### src/hdl/object_record_loader_parser_macros.svh
// Assertion helpers for the object record loader parser.
`ifndef OBJECT_RECORD_LOADER_PARSER_MACROS_SVH
`define OBJECT_RECORD_LOADER_PARSER_MACROS_SVH

// Same-cycle implication, checked outside reset.
`define ORLP_ASSERT_NOW(label, ante, cons, msg) \
  label: assert property (@(posedge clk) disable iff (!rst_n) (ante) |-> (cons)) \
    else $error(msg);

// Next-cycle implication, checked outside reset.
`define ORLP_ASSERT_NEXT(label, ante, cons, msg) \
  label: assert property (@(posedge clk) disable iff (!rst_n) (ante) |=> (cons)) \
    else $error(msg);

`endif

### src/hdl/orlp_pkg.sv
package orlp_pkg;

  typedef enum logic [3:0] {
    PH_HEADER   = 4'd0,
    PH_CD_ADDR  = 4'd1,
    PH_CD_LEN   = 4'd2,
    PH_CD_DATA  = 4'd3,
    PH_SYM_ADDR = 4'd4,
    PH_SYM_LEN  = 4'd5,
    PH_SKIP     = 4'd6,
    PH_FN_LEN   = 4'd7,
    PH_LINE     = 4'd8
  } phase_t;

  localparam logic [15:0] HDR_CODE = 16'hCADE;
  localparam logic [15:0] HDR_DATA = 16'hDADA;
  localparam logic [15:0] HDR_SYM  = 16'hC3B7;
  localparam logic [15:0] HDR_FILE = 16'hF17E;
  localparam logic [15:0] HDR_LINE = 16'h715E;

  localparam logic EV_STORE = 1'b0;
  localparam logic EV_ERROR = 1'b1;

  // Line-number records carry this many words after the header, minus one.
  localparam logic [1:0] LINE_LAST_FIELD = 2'd2;

  localparam int unsigned OUT_DATA_W = 32;
  localparam int unsigned OUT_USER_W = 2;

  typedef struct packed {
    logic [OUT_USER_W-1:0] user;
    logic [OUT_DATA_W-1:0] data;
  } out_item_t;

endpackage

### src/hdl/object_record_loader_parser.sv
// A result is registered into the output stage when the byte that completes it is accepted.
// Throughput: one byte per cycle while in_tready is high; the parser state updates at the accept edge.
// A two-entry output stage (register plus skid) keeps in_tready high while one
// result waits; in_tready drops only while both entries are full.
// Reset (rst_n low, synchronous): parser back to header state, output stage empty.
module object_record_loader_parser (
  input  logic                              clk,
  input  logic                              rst_n,
  input  logic                              in_tvalid,
  output logic                              in_tready,
  input  logic [7:0]                        in_tdata,   // [7:0] data_byte
  input  logic                              in_tlast,   // last_of_file
  output logic                              out_tvalid,
  input  logic                              out_tready,
  output logic [orlp_pkg::OUT_DATA_W-1:0]   out_tdata,  // [15:0] address, [31:16] word
  output logic [orlp_pkg::OUT_USER_W-1:0]   out_tuser   // [0] event_res, [1] is_code
);
  import orlp_pkg::*;

  phase_t      phase_r, phase_nxt;
  logic        have_high_r, have_high_nxt;
  logic [7:0]  high_byte_r, high_byte_nxt;
  logic        rec_code_r, rec_code_nxt;
  logic [15:0] load_addr_r, load_addr_nxt;
  logic [15:0] remaining_r, remaining_nxt;
  logic [1:0]  field_cnt_r, field_cnt_nxt;

  logic        in_accept;
  logic [15:0] word_w;
  logic [15:0] rem_dec;
  logic        res_valid;
  out_item_t   res_item;

  out_item_t   out_item_r, out_item_nxt;
  out_item_t   skid_item_r, skid_item_nxt;
  logic        out_valid_r, out_valid_nxt;
  logic        skid_valid_r, skid_valid_nxt;
  logic        out_take;

  assign in_tready = !skid_valid_r;
  assign in_accept = in_tvalid && in_tready;
  assign word_w    = {high_byte_r, in_tdata};
  assign rem_dec   = remaining_r - 16'd1;

  always_comb begin
    phase_nxt     = phase_r;
    have_high_nxt = have_high_r;
    high_byte_nxt = high_byte_r;
    rec_code_nxt  = rec_code_r;
    load_addr_nxt = load_addr_r;
    remaining_nxt = remaining_r;
    field_cnt_nxt = field_cnt_r;
    res_valid     = 1'b0;
    res_item      = '0;

    if (in_accept) begin
      if (phase_r == PH_SKIP) begin
        // skipped bytes bypass word pairing
        remaining_nxt = rem_dec;
        if (rem_dec == 16'd0) begin
          phase_nxt = PH_HEADER;
        end
      end else if (!have_high_r) begin
        high_byte_nxt = in_tdata;
        have_high_nxt = 1'b1;
      end else begin
        have_high_nxt = 1'b0;
        case (phase_r)
          PH_CD_ADDR: begin
            load_addr_nxt = word_w;
            phase_nxt     = PH_CD_LEN;
          end
          PH_CD_LEN: begin
            remaining_nxt = word_w;
            phase_nxt     = (word_w == 16'd0) ? PH_HEADER : PH_CD_DATA;
          end
          PH_CD_DATA: begin
            res_valid     = 1'b1;
            res_item.user = {rec_code_r, EV_STORE};
            res_item.data = {word_w, load_addr_r};
            load_addr_nxt = load_addr_r + 16'd1;
            remaining_nxt = rem_dec;
            if (rem_dec == 16'd0) begin
              phase_nxt = PH_HEADER;
            end
          end
          PH_SYM_ADDR: begin
            phase_nxt = PH_SYM_LEN;
          end
          PH_SYM_LEN, PH_FN_LEN: begin
            remaining_nxt = word_w;
            phase_nxt     = (word_w == 16'd0) ? PH_HEADER : PH_SKIP;
          end
          PH_LINE: begin
            if (field_cnt_r >= LINE_LAST_FIELD) begin
              field_cnt_nxt = 2'd0;
              phase_nxt     = PH_HEADER;
            end else begin
              field_cnt_nxt = field_cnt_r + 2'd1;
            end
          end
          default: begin
            // header decode; unused phase codes land here as well
            case (word_w)
              HDR_CODE, HDR_DATA: begin
                rec_code_nxt = (word_w == HDR_CODE);
                phase_nxt    = PH_CD_ADDR;
              end
              HDR_SYM: begin
                phase_nxt = PH_SYM_ADDR;
              end
              HDR_FILE: begin
                phase_nxt = PH_FN_LEN;
              end
              HDR_LINE: begin
                field_cnt_nxt = 2'd0;
                phase_nxt     = PH_LINE;
              end
              default: begin
                phase_nxt     = PH_HEADER;
                res_valid     = 1'b1;
                res_item.user = {1'b0, EV_ERROR};
                res_item.data = {word_w, 16'd0};
              end
            endcase
          end
        endcase
      end

      // end of file: drop any partial word or record
      if (in_tlast) begin
        phase_nxt     = PH_HEADER;
        have_high_nxt = 1'b0;
        remaining_nxt = 16'd0;
        field_cnt_nxt = 2'd0;
      end
    end
  end

  // Output register with one skid entry behind it.
  assign out_take = out_valid_r && out_tready;

  always_comb begin
    out_valid_nxt  = out_valid_r;
    out_item_nxt   = out_item_r;
    skid_valid_nxt = skid_valid_r;
    skid_item_nxt  = skid_item_r;
    if (res_valid) begin
      if (!out_valid_r || out_take) begin
        out_valid_nxt = 1'b1;
        out_item_nxt  = res_item;
      end else begin
        skid_valid_nxt = 1'b1;
        skid_item_nxt  = res_item;
      end
    end else if (out_take) begin
      if (skid_valid_r) begin
        out_item_nxt   = skid_item_r;
        skid_valid_nxt = 1'b0;
      end else begin
        out_valid_nxt = 1'b0;
      end
    end
  end

  always_ff @(posedge clk) begin
    if (!rst_n) begin
      phase_r      <= PH_HEADER;
      have_high_r  <= 1'b0;
      high_byte_r  <= 8'd0;
      rec_code_r   <= 1'b0;
      load_addr_r  <= 16'd0;
      remaining_r  <= 16'd0;
      field_cnt_r  <= 2'd0;
      out_valid_r  <= 1'b0;
      skid_valid_r <= 1'b0;
    end else begin
      phase_r      <= phase_nxt;
      have_high_r  <= have_high_nxt;
      high_byte_r  <= high_byte_nxt;
      rec_code_r   <= rec_code_nxt;
      load_addr_r  <= load_addr_nxt;
      remaining_r  <= remaining_nxt;
      field_cnt_r  <= field_cnt_nxt;
      out_valid_r  <= out_valid_nxt;
      skid_valid_r <= skid_valid_nxt;
    end
  end

  always_ff @(posedge clk) begin
    out_item_r  <= out_item_nxt;
    skid_item_r <= skid_item_nxt;
  end

  assign out_tvalid = out_valid_r;
  assign out_tdata  = out_item_r.data;
  assign out_tuser  = out_item_r.user;

`include "object_record_loader_parser_macros.svh"

  `ORLP_ASSERT_NOW(a_skid_behind_out, skid_valid_r, out_valid_r, "skid entry full while output empty")
  `ORLP_ASSERT_NOW(a_skip_nonzero, phase_r == PH_SKIP, remaining_r != 16'd0, "skip phase with zero count")
  `ORLP_ASSERT_NOW(a_line_count, phase_r == PH_LINE, field_cnt_r <= LINE_LAST_FIELD, "line field count overflow")
  `ORLP_ASSERT_NEXT(a_eof_header, in_accept && in_tlast, phase_r == PH_HEADER && !have_high_r, "end of file did not return to header")

endmodule

### config.mk
export PLATFORM = sky130hd
export DESIGN_NAME = object_record_loader_parser
export DESIGN_NICKNAME = d
export VERILOG_FILES = /design/src/hdl/orlp_pkg.sv /design/src/hdl/object_record_loader_parser.sv
export VERILOG_INCLUDE_DIRS = /design/src /design/src/hdl
export SDC_FILE = /design/constraint.sdc
export NUM_CORES = 1
export LEC_CHECK = 0
export BUFFER_PORTS_ARGS = -buffer_cell sky130_fd_sc_hd__buf_2
export CAP_MARGIN = 15
export CORE_ASPECT_RATIO = 0.5
export CORE_MARGIN = 8
export CORE_UTILIZATION = 55
export DETAILED_ROUTE_END_ITERATION = 8
export PLACE_DENSITY = 0.74
export SLEW_MARGIN = 25
export SYNTH_ARGS = -nofsm -noshare
export SYNTH_HDL_FRONTEND = slang
export SYNTH_SLANG_ARGS = --single-unit
### constraint.sdc
create_clock -name clk -period 6.1 [get_ports clk]
set_clock_uncertainty 0.15 [all_clocks]
set_input_delay 0.915 -clock clk [delete_from_list [all_inputs] [get_ports clk]]
set_output_delay 0.915 -clock clk [all_outputs]
set_load 0.03 [all_outputs]
==> impl_metrics.toml <==
[placement]
io_buffers = 48
dp_hpwl_um = 9489
placed_area_um2 = 6203
gp_congestion = 0.9106

[setup_path]
crit_path_end_kind = "register"
r2r_start = "high_byte_r[1]"
reg2reg_depth = 6
required_ns = 6.12
worstSetupStartpointType = "input pin"
worst-path-max-fanout = 52
r2r_slack_ns = 2.76
crit_type = "in -> reg"
critPathArrivalTime_ns = 3.52
worst_r2r_endpoint = "out_tdata[7]"
startpoint = "in_tdata[7]"

[yosys]
synth.distinct_cells = 72
avgSynthCellArea_um2 = 10.15
synth_edf_count = 68
netlist_area_um2 = 5899
ys_ff_latch = 118
synthFlopType = "edfxtp_1"
synth_top_area_share_pct = 34.61
synth_cells = 581
synth_top_area_cell = "edfxtp_1"
yosysWarnings = 0
async_flop_share_pct = 0
synth.net_count = 597
synth_seq_area_share_pct = 51.58
synth.area.top_cells = "edfxtp_1 (35%), dfxtp_1 (17%), a21o_1 (4.7%)"

[clocking]
clk_pin_slew_ns = 0.06
post-cts-setup-buffers = 0
cts_hold_buf = 0
cts_made_buffers = 17
cts_tree = "done"
worst_skew_pair.late_latency_ns = 0.42
h-tree-depth = 4
root_buffer = "clkbuf_16"
cts.sinks = 118
post_cts_resized = 0
ctsLongestPathBuffers = 2

[cells_and_area]
diodes = 0
fin_area_um2 = 6848
synthToLayoutAreaGrowth_pct = 16.08
fin_util_pct = 66.40
nets = 637
drive_above_1_share_pct = 16.72

[timing]
tns_ns = 0
timing.final.max_slew_violations = 0
hold_viol = 0
setup_viol = 0
tightest_slew_ns = 0.9561
slew_headroom_pct = 36.26
timing.final.crit_share_pct = 57.38
period_needed_ns = 3.500
max_freq_mhz = 285.7
rsz0062_at_grt = "false"

[die]
initial_core_util_pct = 57.21
die_h_um = 89.24
die_w_um = 162.5
num_io_pins = 49
fp-row-count = 26
dieArea_um2 = 14500
coreArea_um2 = 10310

[route]
drtIter0Drc = 560
dr.pass1.iters = 6
drtAntennaViolNets = 0
vias = 4842
routed_wirelength_um = 14790
drc_errors = 0
wl_per_cell_um = 19.10
drt-vias-per-instance = 6.256

[grt]
grt_pass1_wl_um = 22870
grt_overflow = 0
grt_max_degree = 56
antenna_found_initial = 0
grt_usage_pct = 20.49
first_global_vias = 4393

[hold_path]
min_from = "remaining_r[15]"
whs_path_depth = 2
hp-class = "reg -> reg"
min_delay_worst_endpoint = "remaining_r[15]"

[flow_run]
drv_cap = 0

[pwr]
leakage_nw = 2.459
peakVddDrop_v = 0.0001886
finalPower_mw = 2.013
p_per_area_nw_per_um2 = 294.0

[status]
outcome = "finished, final reports clean"
[metal layers]
layer	wire length, um	GRT usage (%)	vias to the layer above
li1	-	-	2276
met1	6665	26.80	2304
met2	6626	31.86	239
met3	1242	4.963	23
met4	250	9.758	0
met5	0	0	-
[flip-flops by register name (all words and copies together) (netlist names)]
register / cells
high_byte_r: 8
skid_valid_r: 1
out_tdata: 32
field_cnt_r: 2
out_tvalid: 1
skid_item_r: 34
remaining_r: 16
load_addr_r: 16
out_tuser: 2
have_high_r: 1
rec_code_r: 1
phase_r: 4
[cells in the final DEF, fill, tap and decap left out, drive strengths merged, types with 15 or more instances in the layout]
master and n:
a21o 37, a21oi 39, and2 19, buf 55
clkbuf 17, dfxtp 50, edfxtp 68, inv 19
nand2 43, nand3 15, nor2 40, nor2b 28
nor3 15, o21ai 24
[how the worst max path moves through the flow]
stage / endpoint / slack, ns / cells after the start
after floorplan: out_tdata[0] / 1.74 / 8
after global placement: out_tdata[12] / 2.26 / 6
after detailed placement: out_tdata[6] / 2.22 / 6
after CTS: out_tdata[24] / 2.59 / 5
after global routing: out_tdata[7] / 2.46 / 7
final: out_tdata[7] / 2.60 / 7
[power by group]
part	switching (mW)	internal, mW
clock	0.391	0.653
combinational	0.0676	0.0409
sequential	0.0137	0.847
[Yosys cell counts, drive strengths merged, types with 2 or more instances]
cell    instances
nand4b          3
a211oi          3
a21o           37
and2           19
inv            12
a31oi           2
a21oi          39
buf             9
o21bai          4
o21a            3
a22o            3
edfxtp         68
o21ai          24
nand3          15
and3            6
o22ai           8
o31a            5
nor2           40
nor3b           7
o31ai           9
or4b            3
or3             3
o221a           3
nand2          43
o211a           3
nand4           6
mux2i          11
nor4           11
ha              3
xnor2           4
clkbuf         25
dfxtp          50
nor2b          28
a21boi          7
a22oi           4
o211ai          4
or3b            4
or4             9
nand2b          7
nor3           15
nand3b          2
[stage by stage]
| step | hold slack (ns) | std cells | setup WS (ns) |
|---|---|---|---|
| 2_1_floorplan | 0.2919 | 581 | 1.740 |
| 3_3_place_gp | 0.3081 | 741 | 2.259 |
| 3_5_place_dp | 0.3235 | 741 | 2.221 |
| 4_1_cts | 0.3322 | 773 | 2.590 |
| 5_1_grt | 0.3701 | 774 | 2.457 |
| 6_report | 0.3409 | 774 | 2.600 |
[layout make-up]
class                      instances  area [um2]
fill                             804        3465
sequential                       118        3043
multi-input combinational        416        2651
clock buffer                      17       425.4
timing repair buffer              55       312.8
clock inverter                    15       191.4
tap                              140       175.2
inverter                          13       48.80
[logic make-up after synthesis]
logic type,after synthesis,synth area share [%]
and+or+nand+nor,224,21.12
muxes,12,2.057
DFF,118,51.58
buffers and inverters,47,3.775
AOI/OAI and AO/OA,172,20.09
xor gates and xnor gates,5,0.7423
adders and majority gates,3,0.6363
[critical path, cell delays in order]
cell and delay [ns]:
buf_2 0.14, or4_4 0.54, nor4_1 0.51, o21a_1 0.29, o31a_4 0.52, a21oi_4 0.28
buf_16 0.25
No activity file was read; power rests on OpenSTA's default activity.
